--- src/hdl/m3x3_pkg.sv ---
// ----------------------------------------------------------------------------
// m3x3_pkg
// Types and constants shared by the 3x3 matrix add/subtract/multiply core.
// ----------------------------------------------------------------------------
package m3x3_pkg;

  localparam int ELEM_W     = 16;  // Q8.8 element
  localparam int RES_W      = 32;  // result element
  localparam int PROD_W     = 32;  // full-precision Q16.16 product
  localparam int FRAC_W     = 8;
  localparam int OP_W       = 2;
  localparam int POS_W      = 2;   // row_index / column_index width
  localparam int IDX_W      = 3;   // row, column and term counters (DIM up to 8)
  localparam int ADDR_W     = 6;   // element address (DIM*DIM up to 64)

  localparam logic [OP_W-1:0] OP_SUB   = 2'd1;
  localparam logic [OP_W-1:0] OP_RESET = 2'd2;
  localparam int              OP_MUL_BIT = 1;  // set for multiply (codes 2 and 3)

  typedef enum logic [1:0] {
    S_LOAD,
    S_ISSUE,
    S_WAIT,
    S_PUT
  } st_t;

  // Commands from the controller to the datapath.
  typedef struct packed {
    logic              wr;        // store the accepted pair
    logic [ADDR_W-1:0] wr_addr;
    logic              sample_op; // latch the operation for this batch
    logic              issue;     // read one term pair
    logic              first;     // first term of the current element
    logic [IDX_W-1:0]  row;
    logic [IDX_W-1:0]  col;
    logic [IDX_W-1:0]  term;
    logic              put;       // load the output register
    logic              last;
  } cmd_t;

  // Status from the datapath to the controller.
  typedef struct packed {
    logic out_free;
    logic op_mul;
  } stat_t;

endpackage

--- src/hdl/m3x3_in_if.sv ---
// ----------------------------------------------------------------------------
// m3x3_in_if
// Input channel: one element pair of A and B per transaction.
// ----------------------------------------------------------------------------
interface m3x3_in_if;
  logic                                valid;
  logic                                ready;
  logic signed [m3x3_pkg::ELEM_W-1:0] a_element;
  logic signed [m3x3_pkg::ELEM_W-1:0] b_element;

  modport source (output valid, a_element, b_element, input ready);
  modport sink   (input valid, a_element, b_element, output ready);
endinterface

--- src/hdl/m3x3_out_if.sv ---
// ----------------------------------------------------------------------------
// m3x3_out_if
// Result channel: one result element per transaction.
// ----------------------------------------------------------------------------
interface m3x3_out_if;
  logic                               valid;
  logic                               ready;
  logic signed [m3x3_pkg::RES_W-1:0] result_element;
  logic [m3x3_pkg::POS_W-1:0]        row_index;
  logic [m3x3_pkg::POS_W-1:0]        column_index;
  logic                               last_result;

  modport source (output valid, result_element, row_index, column_index, last_result,
                  input ready);
  modport sink   (input valid, result_element, row_index, column_index, last_result,
                  output ready);
endinterface

--- src/hdl/m3x3_cfg_if.sv ---
// ----------------------------------------------------------------------------
// m3x3_cfg_if
// Configuration write channel for the operation register.
// ----------------------------------------------------------------------------
interface m3x3_cfg_if;
  logic                          valid;
  logic                          ready;
  logic [m3x3_pkg::OP_W-1:0]    operation;

  modport source (output valid, operation, input ready);
  modport sink   (input valid, operation, output ready);
endinterface

--- src/hdl/m3x3_ctrl.sv ---
// ----------------------------------------------------------------------------
// m3x3_ctrl
// Controller: counts the load, then walks the result elements and the terms
// of each element, and hands finished elements to the output register.
// ----------------------------------------------------------------------------
module m3x3_ctrl #(
  parameter int DIM = 3
) (
  input  logic              clk,
  input  logic              rst_n,
  input  logic              in_valid,
  output logic              in_ready,
  input  m3x3_pkg::stat_t   stat,
  output m3x3_pkg::cmd_t    cmd
);

  localparam logic [m3x3_pkg::ADDR_W-1:0] LOAD_LAST = m3x3_pkg::ADDR_W'(DIM * DIM - 1);
  localparam logic [m3x3_pkg::IDX_W-1:0]  IDX_LAST  = m3x3_pkg::IDX_W'(DIM - 1);

  m3x3_pkg::st_t                state_r, state_nxt;
  logic [m3x3_pkg::ADDR_W-1:0]  load_cnt_r, load_cnt_nxt;
  logic [m3x3_pkg::IDX_W-1:0]   row_r, row_nxt;
  logic [m3x3_pkg::IDX_W-1:0]   col_r, col_nxt;
  logic [m3x3_pkg::IDX_W-1:0]   term_r, term_nxt;
  logic                         wait_r, wait_nxt;
  logic                         in_fire;
  logic                         load_done;
  logic                         term_done;
  logic                         elem_last;

  assign in_fire   = in_valid && (state_r == m3x3_pkg::S_LOAD);
  assign load_done = in_fire && (load_cnt_r == LOAD_LAST);
  // Add and subtract take one term; multiply takes DIM of them.
  assign term_done = stat.op_mul ? (term_r == IDX_LAST) : 1'b1;
  assign elem_last = (row_r == IDX_LAST) && (col_r == IDX_LAST);

  always_comb begin
    state_nxt = state_r;
    case (state_r)
      m3x3_pkg::S_LOAD: begin
        if (load_done) state_nxt = m3x3_pkg::S_ISSUE;
      end
      m3x3_pkg::S_ISSUE: begin
        if (term_done) state_nxt = m3x3_pkg::S_WAIT;
      end
      m3x3_pkg::S_WAIT: begin
        if (wait_r) state_nxt = m3x3_pkg::S_PUT;
      end
      m3x3_pkg::S_PUT: begin
        if (stat.out_free) state_nxt = elem_last ? m3x3_pkg::S_LOAD : m3x3_pkg::S_ISSUE;
      end
      default: state_nxt = m3x3_pkg::S_LOAD;
    endcase
  end

  always_comb begin
    in_ready      = (state_r == m3x3_pkg::S_LOAD);
    cmd.wr        = in_fire;
    cmd.wr_addr   = load_cnt_r;
    cmd.sample_op = load_done;
    cmd.issue     = (state_r == m3x3_pkg::S_ISSUE);
    cmd.first     = (term_r == '0);
    cmd.row       = row_r;
    cmd.col       = col_r;
    cmd.term      = term_r;
    cmd.put       = (state_r == m3x3_pkg::S_PUT) && stat.out_free;
    cmd.last      = elem_last;
  end

  always_comb begin
    load_cnt_nxt = load_cnt_r;
    row_nxt      = row_r;
    col_nxt      = col_r;
    term_nxt     = term_r;
    wait_nxt     = wait_r;
    case (state_r)
      m3x3_pkg::S_LOAD: begin
        if (in_fire) begin
          load_cnt_nxt = load_done ? '0 : load_cnt_r + 1'b1;
        end
        row_nxt  = '0;
        col_nxt  = '0;
        term_nxt = '0;
      end
      m3x3_pkg::S_ISSUE: begin
        term_nxt = term_done ? '0 : term_r + 1'b1;
        wait_nxt = 1'b0;
      end
      m3x3_pkg::S_WAIT: begin
        wait_nxt = 1'b1;
      end
      m3x3_pkg::S_PUT: begin
        if (stat.out_free && !elem_last) begin
          if (col_r == IDX_LAST) begin
            col_nxt = '0;
            row_nxt = row_r + 1'b1;
          end else begin
            col_nxt = col_r + 1'b1;
          end
        end
      end
      default: ;
    endcase
  end

  always_ff @(posedge clk) begin
    if (!rst_n) begin
      state_r    <= m3x3_pkg::S_LOAD;
      load_cnt_r <= '0;
      row_r      <= '0;
      col_r      <= '0;
      term_r     <= '0;
      wait_r     <= 1'b0;
    end else begin
      state_r    <= state_nxt;
      load_cnt_r <= load_cnt_nxt;
      row_r      <= row_nxt;
      col_r      <= col_nxt;
      term_r     <= term_nxt;
      wait_r     <= wait_nxt;
    end
  end

endmodule

--- src/hdl/m3x3_dp.sv ---
// ----------------------------------------------------------------------------
// m3x3_dp
// Datapath: element stores, operand read stage, product or sum stage,
// accumulator, rescale and the output register.
// ----------------------------------------------------------------------------
module m3x3_dp #(
  parameter int DIM = 3
) (
  input  logic                                clk,
  input  logic                                rst_n,
  input  m3x3_pkg::cmd_t                      cmd,
  output m3x3_pkg::stat_t                     stat,
  input  logic signed [m3x3_pkg::ELEM_W-1:0]  a_element,
  input  logic signed [m3x3_pkg::ELEM_W-1:0]  b_element,
  input  logic                                cfg_valid,
  input  logic [m3x3_pkg::OP_W-1:0]           cfg_operation,
  output logic                                out_valid,
  input  logic                                out_ready,
  output logic signed [m3x3_pkg::RES_W-1:0]   out_result,
  output logic [m3x3_pkg::POS_W-1:0]          out_row,
  output logic [m3x3_pkg::POS_W-1:0]          out_col,
  output logic                                out_last
);

  localparam int CELLS = DIM * DIM;
  localparam int AW    = $clog2(CELLS);
  localparam int ACC_W = m3x3_pkg::PROD_W + $clog2(DIM);

  logic signed [m3x3_pkg::ELEM_W-1:0] a_mem [CELLS];
  logic signed [m3x3_pkg::ELEM_W-1:0] b_mem [CELLS];

  logic [m3x3_pkg::OP_W-1:0]   cfg_op_r;
  logic [m3x3_pkg::OP_W-1:0]   act_op_r;
  logic                        op_mul;
  logic [m3x3_pkg::ADDR_W-1:0] row_base;
  logic [m3x3_pkg::ADDR_W-1:0] a_addr;
  logic [m3x3_pkg::ADDR_W-1:0] b_addr;

  logic signed [m3x3_pkg::ELEM_W-1:0] ra_r;
  logic signed [m3x3_pkg::ELEM_W-1:0] rb_r;
  logic                               v1_r, f1_r;
  logic signed [ACC_W-1:0]            prod_r, prod_nxt;
  logic                               v2_r, f2_r;
  logic signed [ACC_W-1:0]            acc_r;
  logic signed [ACC_W-1:0]            acc_sh;
  logic signed [m3x3_pkg::PROD_W-1:0] mul_val;
  logic signed [m3x3_pkg::ELEM_W:0]   lin_val;

  logic                               out_valid_r;
  logic signed [m3x3_pkg::RES_W-1:0]  res_nxt;
  logic signed [m3x3_pkg::RES_W-1:0]  out_result_r;
  logic [m3x3_pkg::POS_W-1:0]         out_row_r;
  logic [m3x3_pkg::POS_W-1:0]         out_col_r;
  logic                               out_last_r;

  assign op_mul = act_op_r[m3x3_pkg::OP_MUL_BIT];

  // Multiply reads A along the row and B down the column; add and subtract
  // read both stores at the element's own position.
  assign row_base = m3x3_pkg::ADDR_W'(cmd.row) * m3x3_pkg::ADDR_W'(DIM);
  assign a_addr   = op_mul ? row_base + m3x3_pkg::ADDR_W'(cmd.term)
                           : row_base + m3x3_pkg::ADDR_W'(cmd.col);
  assign b_addr   = op_mul ? m3x3_pkg::ADDR_W'(cmd.term) * m3x3_pkg::ADDR_W'(DIM)
                             + m3x3_pkg::ADDR_W'(cmd.col)
                           : row_base + m3x3_pkg::ADDR_W'(cmd.col);

  always_ff @(posedge clk) begin
    if (cmd.wr) begin
      a_mem[cmd.wr_addr[AW-1:0]] <= a_element;
      b_mem[cmd.wr_addr[AW-1:0]] <= b_element;
    end
    ra_r <= a_mem[a_addr[AW-1:0]];
    rb_r <= b_mem[b_addr[AW-1:0]];
  end

  always_comb begin
    mul_val = ra_r * rb_r;
    if (act_op_r == m3x3_pkg::OP_SUB) begin
      lin_val = {ra_r[m3x3_pkg::ELEM_W-1], ra_r} - {rb_r[m3x3_pkg::ELEM_W-1], rb_r};
    end else begin
      lin_val = {ra_r[m3x3_pkg::ELEM_W-1], ra_r} + {rb_r[m3x3_pkg::ELEM_W-1], rb_r};
    end
    prod_nxt = op_mul ? ACC_W'(mul_val) : ACC_W'(lin_val);
  end

  always_ff @(posedge clk) begin
    if (v1_r) prod_r <= prod_nxt;
    if (v2_r) acc_r  <= (f2_r ? '0 : acc_r) + prod_r;
  end

  // The arithmetic shift rounds the product sum toward minus infinity.
  always_comb begin
    acc_sh  = acc_r >>> m3x3_pkg::FRAC_W;
    res_nxt = op_mul ? acc_sh[m3x3_pkg::RES_W-1:0] : acc_r[m3x3_pkg::RES_W-1:0];
  end

  always_ff @(posedge clk) begin
    if (cmd.put) begin
      out_result_r <= res_nxt;
      out_row_r    <= cmd.row[m3x3_pkg::POS_W-1:0];
      out_col_r    <= cmd.col[m3x3_pkg::POS_W-1:0];
      out_last_r   <= cmd.last;
    end
  end

  always_ff @(posedge clk) begin
    if (!rst_n) begin
      cfg_op_r    <= m3x3_pkg::OP_RESET;
      act_op_r    <= m3x3_pkg::OP_RESET;
      v1_r        <= 1'b0;
      f1_r        <= 1'b0;
      v2_r        <= 1'b0;
      f2_r        <= 1'b0;
      out_valid_r <= 1'b0;
    end else begin
      if (cfg_valid) cfg_op_r <= cfg_operation;
      // A write that lands on the completing transaction is seen by that batch.
      if (cmd.sample_op) act_op_r <= cfg_valid ? cfg_operation : cfg_op_r;
      v1_r <= cmd.issue;
      f1_r <= cmd.first;
      v2_r <= v1_r;
      f2_r <= f1_r;
      if (cmd.put) begin
        out_valid_r <= 1'b1;
      end else if (out_ready) begin
        out_valid_r <= 1'b0;
      end
    end
  end

  assign stat.out_free = !out_valid_r || out_ready;
  assign stat.op_mul   = op_mul;

  assign out_valid  = out_valid_r;
  assign out_result = out_result_r;
  assign out_row    = out_row_r;
  assign out_col    = out_col_r;
  assign out_last   = out_last_r;

endmodule

--- src/hdl/matrix3x3_add_sub_multiply_core.sv ---
// ----------------------------------------------------------------------------
// matrix3x3_add_sub_multiply_core
// DIM x DIM matrix add, subtract or multiply on Q8.8 elements.
// ----------------------------------------------------------------------------
// Element pairs of A and B arrive in row-major order, one per transaction and
// one per cycle while loading. The operation in effect at the transaction that
// completes the load applies to that batch. After the last pair the DIM*DIM
// results leave in row-major order with last_result set on the final one; no
// input is taken until the last result has entered the output register. Each
// multiply element runs its DIM terms through one shared read, multiply and
// accumulate pipeline, and an add or subtract element runs one term through it.
// Products are summed at full precision and shifted right by 8, rounding toward
// minus infinity. The operation register resets to multiply.
module matrix3x3_add_sub_multiply_core #(
  parameter int DIM = 3
) (
  input  logic          clk,
  input  logic          rst_n,
  m3x3_in_if.sink       in_ch,
  m3x3_out_if.source    out_ch,
  m3x3_cfg_if.sink      cfg_ch
);

  m3x3_pkg::cmd_t  cmd;
  m3x3_pkg::stat_t stat;
  logic            in_ready;

  assign in_ch.ready  = in_ready;
  assign cfg_ch.ready = 1'b1;

  m3x3_ctrl #(
    .DIM (DIM)
  ) u_ctrl (
    .clk      (clk),
    .rst_n    (rst_n),
    .in_valid (in_ch.valid),
    .in_ready (in_ready),
    .stat     (stat),
    .cmd      (cmd)
  );

  m3x3_dp #(
    .DIM (DIM)
  ) u_dp (
    .clk           (clk),
    .rst_n         (rst_n),
    .cmd           (cmd),
    .stat          (stat),
    .a_element     (in_ch.a_element),
    .b_element     (in_ch.b_element),
    .cfg_valid     (cfg_ch.valid),
    .cfg_operation (cfg_ch.operation),
    .out_valid     (out_ch.valid),
    .out_ready     (out_ch.ready),
    .out_result    (out_ch.result_element),
    .out_row       (out_ch.row_index),
    .out_col       (out_ch.column_index),
    .out_last      (out_ch.last_result)
  );

endmodule

--- src/flat_wrapper.sv ---
// flat-port wrapper written by rule: the top's interface ports become plain ports
module matrix3x3_add_sub_multiply_core_flat 
#(
  parameter int DIM = 3
)
  (clk, rst_n, in_ch_valid, in_ch_a_element, in_ch_b_element, in_ch_ready, out_ch_valid, out_ch_result_element, out_ch_row_index, out_ch_column_index, out_ch_last_result, out_ch_ready, cfg_ch_valid, cfg_ch_operation, cfg_ch_ready);
  m3x3_in_if in_ch_i ();
  m3x3_out_if out_ch_i ();
  m3x3_cfg_if cfg_ch_i ();
  input  logic clk;
  input  logic rst_n;
  input wire logic [$bits(in_ch_i.valid)-1:0] in_ch_valid;
  input wire logic [$bits(in_ch_i.a_element)-1:0] in_ch_a_element;
  input wire logic [$bits(in_ch_i.b_element)-1:0] in_ch_b_element;
  output wire logic [$bits(in_ch_i.ready)-1:0] in_ch_ready;
  output wire logic [$bits(out_ch_i.valid)-1:0] out_ch_valid;
  output wire logic [$bits(out_ch_i.result_element)-1:0] out_ch_result_element;
  output wire logic [$bits(out_ch_i.row_index)-1:0] out_ch_row_index;
  output wire logic [$bits(out_ch_i.column_index)-1:0] out_ch_column_index;
  output wire logic [$bits(out_ch_i.last_result)-1:0] out_ch_last_result;
  input wire logic [$bits(out_ch_i.ready)-1:0] out_ch_ready;
  input wire logic [$bits(cfg_ch_i.valid)-1:0] cfg_ch_valid;
  input wire logic [$bits(cfg_ch_i.operation)-1:0] cfg_ch_operation;
  output wire logic [$bits(cfg_ch_i.ready)-1:0] cfg_ch_ready;
  assign in_ch_i.valid = in_ch_valid;
  assign in_ch_i.a_element = in_ch_a_element;
  assign in_ch_i.b_element = in_ch_b_element;
  assign in_ch_ready = in_ch_i.ready;
  assign out_ch_valid = out_ch_i.valid;
  assign out_ch_result_element = out_ch_i.result_element;
  assign out_ch_row_index = out_ch_i.row_index;
  assign out_ch_column_index = out_ch_i.column_index;
  assign out_ch_last_result = out_ch_i.last_result;
  assign out_ch_i.ready = out_ch_ready;
  assign cfg_ch_i.valid = cfg_ch_valid;
  assign cfg_ch_i.operation = cfg_ch_operation;
  assign cfg_ch_ready = cfg_ch_i.ready;
  matrix3x3_add_sub_multiply_core #(.DIM(DIM)) u_core (.clk(clk), .rst_n(rst_n), .in_ch(in_ch_i), .out_ch(out_ch_i), .cfg_ch(cfg_ch_i));
endmodule
--- config.mk ---
export PLATFORM = sky130hd
export DESIGN_NAME = matrix3x3_add_sub_multiply_core_flat
export DESIGN_NICKNAME = d
export VERILOG_FILES = /design/src/hdl/m3x3_pkg.sv /design/src/hdl/m3x3_in_if.sv /design/src/hdl/m3x3_out_if.sv /design/src/hdl/m3x3_cfg_if.sv /design/src/hdl/m3x3_ctrl.sv /design/src/hdl/m3x3_dp.sv /design/src/hdl/matrix3x3_add_sub_multiply_core.sv /design/src/flat_wrapper.sv
export SDC_FILE = /design/constraint.sdc
export NUM_CORES = 1
export LEC_CHECK = 0
export ABC_AREA = 0
export CAP_MARGIN = 20
export CORE_ASPECT_RATIO = 1.4
export CORE_MARGIN = 2
export CORE_UTILIZATION = 50
export CTS_BUF_LIST = sky130_fd_sc_hd__clkbuf_16
export DETAILED_ROUTE_END_ITERATION = 7
export DONT_BUFFER_PORTS = 1
export GPL_TIMING_DRIVEN = 0
export PLACE_DENSITY_LB_ADDON = 0.08
export SYNTH_ARGS = -nofsm -noshare
export SYNTH_HDL_FRONTEND = slang
export SYNTH_HIERARCHICAL = 1
export SYNTH_SLANG_ARGS = --single-unit
--- constraint.sdc ---
create_clock -name clk -period 8 [get_ports clk]
set_clock_uncertainty 0.1 [all_clocks]
set_input_delay 1.6 -clock clk [delete_from_list [all_inputs] [get_ports clk]]
set_output_delay 1.6 -clock clk [all_outputs]
set_load 0.05 [all_outputs]
==> run metrics <==
status finished clean; async set-reset flop share out of synthesis 0; core area 59400 um2; first-pass GRT wire length 113000 um; worst rel slew slack 0.338; ys flop type edfxtp_1; # diodes 0; die area 61700 um2; Crit. End Element register; Cell Chain, Critical Path clkbuf_1 > clkbuf_1 > nand2_1 > fa_1 > fa_1 > fa_1 > inv_1 > fa_1 > fa_1 > inv_1 > fa_1 > inv_1 > ha_1 > buf_2 > a2111o_1 > o21bai_1 > nand3_1 > o31ai_2 > a22oi_1 > o31ai_1 > xnor2_1 > a21boi_0; largest net degree at the start of global routing 41; HPWL Detailed 56500 um; syn nets 2896; YS warnings 6; Fin Setup TNS 0 ns; first-pass iteration count of the detailed router 5; DRC 0; Critical Setup Path Class reg2reg; cell mode on critical path fa_1; most common cell in the netlist edfxtp_1; post-CTS setup buffers 0; DR vias/cell 5.55; Pins Over Slew Limit 0; max-cap viol count 0; cts hold-fix bufs 0; die width 211 um; Synth Instances 2433; R2R setup slack 0.48 ns; GP Congestion 0.910; chip height 293 um; Inst Count DP 3208; Worst-Skew Late Latency 0.60 ns; Period minus WS final 7.52 ns; Worst Hold Class reg2reg; top-area cell type share of the netlist area 0.393; IO Port Bufs 0; top cell type by total area after synthesis edfxtp_1; Critical Path AT 7.71 ns; clock transition at the registers of the reported paths 0.06 ns; post-synthesis sequential area ratio 0.433; Worst setup SP type register; TritonCTS Buffers 45; fraction of layout cells with a size suffix above 1 0.0857; Avg WL per Cell 21.9 um; IO Pins 79; Hold Path Cell Cnt 2; Synth Cell Area 29900 um2; flops & latches, synth 450; Post-synth top cells 391 x edfxtp_1, 323 x inv_1, 270 x fa_1; Area contributors post-synth edfxtp_1 39%, fa_1 18%, ha_1 6.5%, mux4_2 4.8%, inv_1 4.1%; H-tree depth 2; reg-to-reg endpoint u_core/u_dp/prod_r[32]; Req. time, crit path 8.19 ns; CTS max path bufs 3; RSZ-0062 raised after global routing false; HP Start u_core/u_dp/b_mem[8][13]; final instance count without filler cells 3289; Final #Nets 2962; clk root buf clkbuf_16; FF-to-FF path depth 22; Hold EP u_core/u_dp/rb_r[13]; overall routed net length 72000 um; final setup vio count 0; Core Rows 106; CTS sink cnt 450; vias in the first global route 20000; final hold vios 0; Initial Util 0.503; total gr overflow 0; CP max stage delay 0.56 ns; Fmax 0.133 GHz; Cell variety after synth 84; routed via count 18300; CTS tree yes; Critical Path Fanout Max 10; Iter 0 DRT Violations 977; Worst-Margin Slew 0.973 ns; number of flops mapped to enable cells by yosys 391; All-Layer GR Usage 0.242; Reg-to-Reg Start u_core/u_dp/rb_r[1]; ANT nets after route 0; final worst path period share 0.941; crit path buf inv count 6; Worst path slowest cell clkbuf_1; Post-CTS Resized 0; syn avg cell area 12.3 um2; Layout area overhead 8.88%; initial antenna violation count 0; Crit path max-delay family adder cells
## layer usage
| layer | part of all wire | global-route usage | routed length, um |
|---|---|---|---|
| met5 | 0 | 0 | 0 |
| met4 | 0.045 | 0.0995 | 3210 |
| met3 | 0.038 | 0.0330 | 2700 |
| met2 | 0.54 | 0.460 | 39100 |
| met1 | 0.38 | 0.268 | 27000 |
## worst max path at each step
stage	from	end	slack [ns]	depth (start not counted)
4_1_cts	u_core/u_dp/ra_r[15]	u_core/u_dp/prod_r[29]	0.49	19
5_1_grt	u_core/u_dp/ra_r[15]	u_core/u_dp/prod_r[29]	0.08	19
3_3_place_gp	in_ch_valid	u_core/u_dp/b_mem[8][11]	-0.71	5
2_1_floorplan	u_core/u_dp/rb_r[2]	u_core/u_dp/prod_r[29]	1.68	21
6_report	u_core/u_dp/rb_r[1]	u_core/u_dp/prod_r[32]	0.48	22
3_5_place_dp	u_core/u_dp/rb_r[1]	u_core/u_dp/prod_r[29]	0.49	19
## cells in the final DEF, fill, tap and decap left out, types with 5 or more instances in the layout
| cell | netlist | layout |
|---|---|---|
| a211o_1 | 7 | 7 |
| a211oi_1 | 9 | 9 |
| a21o_1 | 31 | 31 |
| a21oi_1 | 104 | 104 |
| a31oi_1 | 10 | 10 |
| and2_1 | 134 | 134 |
| and3_1 | 9 | 9 |
| buf_1 | 9 | 9 |
| buf_2 | 9 | 9 |
| buf_4 | 6 | 10 |
| buf_6 | 0 | 8 |
| clkbuf_1 | 71 | 71 |
| clkbuf_16 | 0 | 46 |
| clkinv_1 | 1 | 6 |
| dfxtp_1 | 59 | 58 |
| edfxtp_1 | 391 | 391 |
| fa_1 | 270 | 270 |
| ha_1 | 154 | 154 |
| inv_1 | 323 | 340 |
| mux2_2 | 27 | 27 |
| mux2i_1 | 41 | 40 |
| mux4_2 | 64 | 64 |
| nand2_1 | 193 | 193 |
| nand2b_1 | 22 | 22 |
| nand3_1 | 22 | 22 |
| nand4_1 | 12 | 12 |
| nor2_1 | 98 | 92 |
| nor2_4 | 0 | 6 |
| nor2b_1 | 37 | 37 |
| nor3_1 | 22 | 20 |
| o21a_1 | 9 | 9 |
| o21ai_0 | 82 | 82 |
| o21bai_1 | 9 | 9 |
| o31ai_1 | 10 | 10 |
| or3_1 | 5 | 5 |
| xnor2_1 | 68 | 68 |
| xor2_1 | 33 | 33 |
## kinds of logic after synthesis
| family | count (synthesis) | share of synthesized area |
|---|---|---|
| AND/OR/NAND/NOR | 584 | 0.0985 |
| flip-flops | 450 | 0.433 |
| other | 1 | 0.000126 |
| multiplexers | 132 | 0.0722 |
| buffers and inverters | 420 | 0.0539 |
| adder cells (fa/ha/maj) | 424 | 0.245 |
| AO/OA/AOI/OAI | 321 | 0.0676 |
| XOR/XNOR | 101 | 0.0296 |
## tightest hold or removal path, delay by kind of cell (launching register included)
family / cells / cell delay [ns]
simple gates: 1 / 0.04
flops: 1 / 0.32
compound gates: 1 / 0.06
## registers in the layout (all words and copies together) (netlist names), 3 cells and up
| register | flops |
|---|---|
| u_core/u_dp/b_mem | 144 |
| u_core/u_dp/ra_r | 16 |
| u_core/u_dp/a_mem | 144 |
| u_core/u_ctrl/load_cnt_r | 6 |
| u_core/u_dp/rb_r | 16 |
| u_core/u_dp/acc_r | 34 |
| u_core/u_ctrl/term_r | 3 |
| u_core/u_ctrl/row_r | 3 |
| u_core/u_ctrl/col_r | 3 |
| u_core/u_dp/out_result | 32 |
| u_core/u_dp/prod_r | 32 |
## cell type report
class	instances	area (um2)
fillers	5135	26900
repair buffers	19	283
multi-input cells	1563	15400
well taps	756	946
inverters	325	1220
flip-flops and latches	450	12900
clock inverters	35	206
clock buffers	46	1150
plain buffers	95	390
## through the flow
stage / setup WS, ns / hold slack (ns) / utilization / instance area (um2)
6_report: 0.475 / 0.335 / 0.547 / 32500
5_1_grt: 0.0812 / 0.350 / 0.547 / 32500
4_1_cts: 0.485 / 0.342 / 0.547 / 32500
3_5_place_dp: 0.487 / 0.329 / 0.525 / 31200
3_3_place_gp: -0.713 / 0.329 / 0.519 / 30800
2_1_floorplan: 1.68 / 0.312 / - / 29900
Power is not shown: default switching activity piles up to over one toggle a cycle in this logic, so the estimate is an artifact.
